### config.mk
export PLATFORM = sky130hd
export DESIGN_NAME = min_falling_path_sum
export DESIGN_NICKNAME = d
export VERILOG_FILES = /design/src/hdl/mfps_pkg.sv /design/src/hdl/mfps_ram.sv /design/src/hdl/min_falling_path_sum.sv
export SDC_FILE = /design/constraint.sdc
export NUM_CORES = 2
export LEC_CHECK = 0
export BUFFER_PORTS_ARGS = -buffer_cell sky130_fd_sc_hd__buf_4
export CORE_MARGIN = 1
export CORE_UTILIZATION = 53
export DETAILED_ROUTE_END_ITERATION = 10
export PLACE_DENSITY = 0.68
export SLEW_MARGIN = 20
export SYNTH_ARGS = -nofsm -noshare
export SYNTH_HDL_FRONTEND = slang
export SYNTH_SLANG_ARGS = --single-unit
### constraint.sdc
create_clock -name i_clk -period 16.4 [get_ports i_clk]
set_input_delay 0.82 -clock i_clk [delete_from_list [all_inputs] [get_ports i_clk]]
set_output_delay 0.82 -clock i_clk [all_outputs]
set_load 0.05 [all_outputs]
### src/hdl/mfps_pkg.sv
// Shared types and constants for the minimum falling path sum block.
package mfps_pkg;

    // Largest matrix side the cost row can hold.
    localparam int MAX_SIZE = 128;

    // Width of a column or row index, and of a size value 1..MAX_SIZE.
    localparam int IDX_W = (MAX_SIZE > 1) ? $clog2(MAX_SIZE) : 1;
    localparam int N_W   = $clog2(MAX_SIZE + 1);

    // Field widths.
    localparam int CFG_W   = 8;
    localparam int ENTRY_W = 16;
    localparam int COST_W  = 23;
    localparam int OUT_W   = 24;

    // Saturation limits of a path cost.
    localparam logic signed [COST_W-1:0] COST_MAX = {1'b0, {(COST_W-1){1'b1}}};
    localparam logic signed [COST_W-1:0] COST_MIN = {1'b1, {(COST_W-1){1'b0}}};

    typedef logic signed [COST_W-1:0] t_cost;
    typedef logic [IDX_W-1:0]         t_idx;
    typedef logic [N_W-1:0]           t_size;

endpackage

### src/hdl/mfps_ram.sv
// Simple dual-port RAM with a registered read port, holding the cost row.
module mfps_ram #(
    parameter int DEPTH = 128,
    parameter int WIDTH = 23
) (
    input  logic                                       i_clk,
    input  logic                                       i_we,
    input  logic [((DEPTH > 1) ? $clog2(DEPTH) : 1)-1:0] i_waddr,
    input  logic [WIDTH-1:0]                           i_wdata,
    input  logic                                       i_re,
    input  logic [((DEPTH > 1) ? $clog2(DEPTH) : 1)-1:0] i_raddr,
    output logic [WIDTH-1:0]                           o_rdata
);

    logic [WIDTH-1:0] mem [DEPTH];
    logic [WIDTH-1:0] r_rdata;

    // Write port.
    always_ff @(posedge i_clk) begin
        if (i_we) begin
            mem[i_waddr] <= i_wdata;
        end
    end

    // Registered read port; the data holds between reads.
    always_ff @(posedge i_clk) begin
        if (i_re) begin
            r_rdata <= mem[i_raddr];
        end
    end

    assign o_rdata = r_rdata;

endmodule

### src/hdl/min_falling_path_sum.sv
// Top level of the streaming minimum falling path sum block.
//
//  Channel   Direction  Signals                         Contents
//  s_axis    in         i_s_axis_tvalid/o_s_axis_tready  tdata[15:0] entry_value
//  m_axis    out        o_m_axis_tvalid/i_m_axis_tready  tdata[23:0] min_path_sum
//  cfg       in         i_cfg_we, i_cfg_data[7:0]        matrix_size
//
// One matrix entry is taken per clock cycle, but for the stall below. The
// cost row lives in one RAM: each entry writes its own column and reads the
// column two ahead; the above/right window registers hide the read delay.
// The result is registered and valid in the cycle after the last entry.
// Entries keep flowing while a result waits; only the last entry of the
// next matrix stalls while the previous result has not been taken.
// Reset is synchronous, active low, and needs no clearing pass.
module min_falling_path_sum (
    input  logic                          i_clk,
    input  logic                          i_rst_n,
    // Configuration write.
    input  logic                          i_cfg_we,
    input  logic [mfps_pkg::CFG_W-1:0]    i_cfg_data,      // [7:0] matrix_size
    // Entry stream.
    input  logic                          i_s_axis_tvalid,
    output logic                          o_s_axis_tready,
    input  logic [mfps_pkg::ENTRY_W-1:0]  i_s_axis_tdata,  // [15:0] entry_value
    // Result stream.
    output logic                          o_m_axis_tvalid,
    input  logic                          i_m_axis_tready,
    output logic [mfps_pkg::OUT_W-1:0]    o_m_axis_tdata   // [23:0] min_path_sum
);

    // Control state.
    mfps_pkg::t_size r_n;
    mfps_pkg::t_idx  r_col;
    mfps_pkg::t_idx  r_row;
    mfps_pkg::t_cost r_min;
    logic            r_pend;
    logic            r_out_valid;

    // Window and payload registers.
    mfps_pkg::t_cost r_above;
    mfps_pkg::t_cost r_right;
    mfps_pkg::t_cost r_left;
    mfps_pkg::t_cost r_col0;
    mfps_pkg::t_cost r_col1;
    logic signed [mfps_pkg::OUT_W-1:0] r_out;

    logic            in_acc;
    logic            out_acc;
    logic            last_col;
    logic            last_row;
    logic            is_last;
    mfps_pkg::t_cost rd_data;
    mfps_pkg::t_cost right_cur;
    mfps_pkg::t_cost best;
    mfps_pkg::t_cost cost;
    mfps_pkg::t_cost new_min;
    logic signed [mfps_pkg::OUT_W-1:0] sum;
    logic signed [mfps_pkg::ENTRY_W-1:0] entry;

    // Position within the matrix.
    assign last_col = (mfps_pkg::N_W'(r_col) + mfps_pkg::N_W'(1)) == r_n;
    assign last_row = (mfps_pkg::N_W'(r_row) + mfps_pkg::N_W'(1)) == r_n;
    assign is_last  = last_col && last_row;

    // Handshakes: only a result-producing entry waits for the output register.
    assign o_s_axis_tready = !(r_out_valid && !i_m_axis_tready && is_last);
    assign in_acc          = i_s_axis_tvalid && o_s_axis_tready;
    assign out_acc         = r_out_valid && i_m_axis_tready;

    // The right neighbor comes straight from the RAM when its read just landed.
    assign right_cur = r_pend ? rd_data : r_right;

    // Least of the three neighbors of the previous row, then the new cost.
    always_comb begin
        best = r_above;
        if ((r_col != '0) && (r_left < best)) begin
            best = r_left;
        end
        if (!last_col && (right_cur < best)) begin
            best = right_cur;
        end
    end

    assign entry = $signed(i_s_axis_tdata);
    assign sum   = mfps_pkg::OUT_W'(entry) + mfps_pkg::OUT_W'(best);

    always_comb begin
        if (r_row == '0) begin
            cost = mfps_pkg::COST_W'(entry);
        end else if (sum > mfps_pkg::OUT_W'(mfps_pkg::COST_MAX)) begin
            cost = mfps_pkg::COST_MAX;
        end else if (sum < mfps_pkg::OUT_W'(mfps_pkg::COST_MIN)) begin
            cost = mfps_pkg::COST_MIN;
        end else begin
            cost = mfps_pkg::COST_W'(sum);
        end
    end

    assign new_min = (last_row && (cost < r_min)) ? cost : r_min;

    // Cost row: write this column, fetch the one two places ahead.
    mfps_ram #(
        .DEPTH (mfps_pkg::MAX_SIZE),
        .WIDTH (mfps_pkg::COST_W)
    ) u_row (
        .i_clk   (i_clk),
        .i_we    (in_acc),
        .i_waddr (r_col),
        .i_wdata (cost),
        .i_re    (in_acc && !last_col),
        .i_raddr (r_col + mfps_pkg::IDX_W'(2)),
        .o_rdata (rd_data)
    );

    // Matrix position, running minimum and configuration.
    always_ff @(posedge i_clk) begin
        if (!i_rst_n) begin
            r_n   <= mfps_pkg::N_W'(1);
            r_col <= '0;
            r_row <= '0;
            r_min <= mfps_pkg::COST_MAX;
        end else if (i_cfg_we) begin
            if (i_cfg_data == '0) begin
                r_n <= mfps_pkg::N_W'(1);
            end else if (int'(i_cfg_data) > mfps_pkg::MAX_SIZE) begin
                r_n <= mfps_pkg::N_W'(mfps_pkg::MAX_SIZE);
            end else begin
                r_n <= mfps_pkg::N_W'(i_cfg_data);
            end
            r_col <= '0;
            r_row <= '0;
            r_min <= mfps_pkg::COST_MAX;
        end else if (in_acc) begin
            if (last_col) begin
                r_col <= '0;
                r_row <= last_row ? '0 : r_row + mfps_pkg::IDX_W'(1);
            end else begin
                r_col <= r_col + mfps_pkg::IDX_W'(1);
            end
            r_min <= is_last ? mfps_pkg::COST_MAX : new_min;
        end
    end

    // Read-pending flag for the right neighbor.
    always_ff @(posedge i_clk) begin
        if (!i_rst_n) begin
            r_pend <= 1'b0;
        end else begin
            r_pend <= in_acc && !last_col;
        end
    end

    // Neighbor window: slide within a row, reload from the first two columns at a row end.
    always_ff @(posedge i_clk) begin
        if (in_acc) begin
            r_left <= r_above;
            if (last_col) begin
                r_above <= (r_col == '0) ? cost : r_col0;
                r_right <= (r_col == mfps_pkg::IDX_W'(1)) ? cost : r_col1;
            end else begin
                r_above <= right_cur;
            end
            if (r_col == '0) begin
                r_col0 <= cost;
            end
            if (r_col == mfps_pkg::IDX_W'(1)) begin
                r_col1 <= cost;
            end
        end else if (r_pend) begin
            r_right <= rd_data;
        end
    end

    // Output register.
    always_ff @(posedge i_clk) begin
        if (!i_rst_n) begin
            r_out_valid <= 1'b0;
        end else if (in_acc && is_last) begin
            r_out_valid <= 1'b1;
        end else if (out_acc) begin
            r_out_valid <= 1'b0;
        end
    end

    always_ff @(posedge i_clk) begin
        if (in_acc && is_last) begin
            r_out <= mfps_pkg::OUT_W'(new_min);
        end
    end

    assign o_m_axis_tvalid = r_out_valid;
    assign o_m_axis_tdata  = r_out;

    // Indices stay inside the configured matrix.
    a_col_range: assert property (@(posedge i_clk) disable iff (!i_rst_n)
        mfps_pkg::N_W'(r_col) < r_n)
        else $error("column index outside the matrix");

    a_row_range: assert property (@(posedge i_clk) disable iff (!i_rst_n)
        mfps_pkg::N_W'(r_row) < r_n)
        else $error("row index outside the matrix");

    // The last entry of a matrix always loads the output register.
    a_result: assert property (@(posedge i_clk) disable iff (!i_rst_n)
        in_acc && is_last |=> o_m_axis_tvalid)
        else $error("result not presented after last entry");

    // A pending read follows an accepted entry of the same row.
    a_pend: assert property (@(posedge i_clk) disable iff (!i_rst_n)
        in_acc && !last_col && !i_cfg_we |=> r_pend && (r_col != '0))
        else $error("right neighbor fetch lost");

endmodule

==> Implementation_results.wiki <==
{| class="wikitable"
! Metric !! Value
|-
| Critical-path maximum fanout || 68
|-
| Arrival @ worst endpoint || 13,210 ps
|-
| CP peak stage delay || 840 ps
|-
| GR Util met3 || 5.270%
|-
| Global routing met1 resource utilization || 39.05%
|-
| GRT met2 Usage || 41.83%
|-
| Power after layout || 0.01778 W
|-
| Layout cells sized above 1 || 31.78%
|-
| Start point of the worst hold path || i_rst_n
|-
| Total gr overflow || 0
|-
| Synthesized area per cell || 22.46 um^2
|-
| Post-cts sizing count || 0
|-
| CTS tree || built
|-
| Run status || complete, but fails checks
|-
| Cell count after synthesis || 5,549
|-
| Hold-fix buffers, CTS || 0
|-
| Vertical die dimension || 487.0 um
|-
| Worst min-delay path category || input port to register
|-
| Source-to-sink clock delay at the later pin of the worst-skew pair || 990 ps
|-
| Rel. slew slack || 22.05%
|-
| Floorplan die area || 237,100 um^2
|-
| Final weighted congestion of routability-driven global placement || 0.8895
|-
| Count of maximum capacitance violations || 0
|-
| First-pass iteration count of the detailed router || 6
|-
| Final-layout setup total negative slack || 0 ps
|-
| Total wirelength of the detailed-routed design || 317,000 um
|-
| Buffer levels on the longest clock path || 4
|-
| Max Clock Freq || 79.80 MHz
|-
| Layer with the highest usage after global routing || met2
|-
| Vias in the first global route || 60.38k
|-
| R2r startpoint || r_above[4]
|-
| Crit path buffers/inverters || 4
|-
| Clock buffer count from CTS || 329
|-
| Category of cells accounting for the largest share of critical-path delay || compound AO/OA/AOI/OAI gates
|-
| Number of hold violations in the final report || 0
|-
| Number of nets with antenna violations after detailed routing || 1
|-
| Worst Tran Pin Value || 1169 ps
|-
| Share of synthesized flip-flops with an asynchronous set or reset || 0%
|-
| Commonest non-fill, non-tap cells in the layout || sky130_fd_sc_hd__edfxtp_1, sky130_fd_sc_hd__mux4_2, sky130_fd_sc_hd__clkbuf_16
|-
| Via count || 60.64k
|-
| Violations in the final reports || antenna rules
|-
| Number of design rule violations left after detail routing || 0
|-
| Detailed Route Iter0 Violations || 7,716
|-
| Sequential area share after synthesis || 75.56%
|-
| Global-route wire length before repair || 448,000 um
|-
| Yosys cell types || 77
|-
| Synthesized area || 124,600 um^2
|-
| Max-slew violations || 0
|-
| Worst path most repeated cell || sky130_fd_sc_hd__a21oi_1
|-
| Fill cell total of the finished layout || 15.97k
|-
| Worst setup margin || 3869 ps
|-
| HPWL after DPL || 177,000 um
|-
| Most common cell after layout, fill and taps aside || sky130_fd_sc_hd__edfxtp_1
|-
| Slowest-stage cell, CP || sky130_fd_sc_hd__o21ai_1
|-
| Std-Cell Core Area || 233,200 um^2
|-
| Post-CTS setup-driven buffer insertion count || 0
|-
| Number of input and output port buffers inserted || 54
|-
| Clock tree root driver cell || sky130_fd_sc_hd__clkbuf_16
|-
| Leak pwr || 43.39 nW
|-
| Post-synthesis sequential element count || 3,152
|-
| Placement Rows || 177
|-
| CP Data Required Time || 17,080 ps
|-
| Ratio of routed vias to standard cells || 6.556
|-
| RSZ-0062 raised after global routing || no
|-
| Nets@finish || 5,999
|-
| Maximum number of pins on one net before global-route repair || 131
|-
| Post-Route Hold Slack || 114.2 ps
|-
| Initial cell density of the core || 53.45%
|-
| Worst setup path start || r_above[4]
|-
| I/O pin count || 55
|-
| Crit. End Element || register
|-
| Net count after synthesis || 5,681
|-
| Antenna violations before repair || 24
|-
| Register clock-pin slew on the reported worst setup and hold paths || 60 ps
|-
| Final critical path time including I/O delays and setup || 12,530 ps
|-
| Synthesis-to-layout area growth || 12.74%
|-
| Primary FF master, synth || sky130_fd_sc_hd__edfxtp_1
|-
| Final critical-path share of the clock period || 76.41%
|-
| Worst IR Drop VDD || 0.0001264 V
|-
| Worst clock skew on the final layout || 62.43 ps
|-
| H-tree depth || 5
|-
| Total routing resource utilization after global routing || 26.99%
|-
| Syn. warnings || 0
|-
| Setup slack after placement || 4067 ps
|-
| Routed length per placed instance || 34.27 um
|-
| Final setup violation count || 0
|-
| Die extent in x || 487.0 um
|-
| Number of synthesized flops with an enable pin || 3,105
|-
| Type of the worst setup path || register to register
|-
| TritonCTS Sinks || 3,152
|-
| Total power density per cell area || 126.5 nW/um^2
|-
| Critical path startpoint category || register
|}
-- cells by family after synthesis --
group	count (synthesis)	share of synthesized area [%]
simple gates	503	1.763
compound gates	261	1.330
fa+ha+maj	106	1.064
mux	1114	18.76
xor+xnor	45	0.3162
buf+inv	368	1.216
flops	3152	75.56
-- per-stage QoR --
stage	cells	utilization (%)	area (um^2)
final	9249	60.26	140500
after floorplan	5549	-	124700
after global placement	8662	55.86	130300
after detailed placement	8662	55.86	130300
after CTS	9230	60.18	140300
after global routing	9237	60.25	140500
-- final cells by class --
cell class | count | area (um^2) | area share, %
multi-input cells | 2029 | 29790 | 21.20
inverters | 88 | 335.3 | 0.2386
repair buffers | 267 | 2196 | 1.563
clock buffers | 403 | 8670 | 6.169
flip-flops and latches | 3152 | 94190 | 67.03
clock inverters | 165 | 1394 | 0.9919
well taps | 3132 | 3919 | 2.789
diodes | 13 | 32.53 | 0.02315
-- path summary, 6_finish.rpt --
check | depth (start not counted) | end | slack (ps)
max | 43 | o_m_axis_tdata[5] | 3870
min | 2 | r_n[0] | 110
max reg2reg | 43 | o_m_axis_tdata[5] | 3870
min reg2reg | 0 | r_left[11] | 440
-- metal layers --
metal  wire length [um]  up-vias
li1                   -    24080
met1             125400    32730
met2             150800     3324
met3              30760      493
met4              10040        6
met5                 37        -
-- report_power, final --
part | internal [W] | leakage, nW | switching (W)
logic | 0.000471 | 10.2 | 0.00101
registers | 0.00917 | 28.3 | 0.0000319
clock network | 0.00409 | 4.90 | 0.00300
-- flip-flops by register name, indices dropped and copies added (netlist names) --
| name | flops |
|---|---|
| o_m_axis_tdata | 23 |
| r_col1 | 23 |
| u_row.mem | 2944 |
| r_col | 7 |
| r_left | 23 |
| o_m_axis_tvalid | 1 |
| r_col0 | 23 |
| r_right | 23 |
| r_n | 8 |
| r_above | 23 |
| u_row.o_rdata | 23 |
| r_row | 7 |
| r_pend | 1 |
| r_min | 23 |
-- cell usage after synthesis, types with 20 or more instances --
master / instances / area share, %
sky130_fd_sc_hd__a21o_1: 20 / 0.12
sky130_fd_sc_hd__a21oi_1: 97 / 0.39
sky130_fd_sc_hd__a31oi_1: 22 / 0.11
sky130_fd_sc_hd__buf_2: 92 / 0.37
sky130_fd_sc_hd__clkbuf_1: 165 / 0.50
sky130_fd_sc_hd__dfxtp_1: 47 / 0.75
sky130_fd_sc_hd__edfxtp_1: 3105 / 75
sky130_fd_sc_hd__ha_1: 102 / 1.0
sky130_fd_sc_hd__inv_1: 87 / 0.26
sky130_fd_sc_hd__mux2_2: 77 / 0.70
sky130_fd_sc_hd__mux2i_1: 52 / 0.42
sky130_fd_sc_hd__mux4_2: 966 / 17
sky130_fd_sc_hd__nand2_1: 140 / 0.42
sky130_fd_sc_hd__nand3_1: 24 / 0.096
sky130_fd_sc_hd__nor2_1: 233 / 0.70
sky130_fd_sc_hd__o211ai_1: 26 / 0.16
sky130_fd_sc_hd__o21ai_0: 41 / 0.16
sky130_fd_sc_hd__xnor2_1: 23 / 0.16
sky130_fd_sc_hd__xor2_1: 22 / 0.15
-- worst register-to-register path, delay by kind of cell, from the launching register on --
| family | cells | cell delay [ps] |
|---|---|---|
| adders and majority gates | 5 | 1470 |
| buffers and inverters | 4 | 1440 |
| AOI/OAI and AO/OA | 21 | 6410 |
| and+or+nand+nor | 9 | 1520 |
| DFF | 1 | 380 |
| muxes | 3 | 850 |
| xor gates and xnor gates | 1 | 200 |
(Power assumes the default switching activity.)
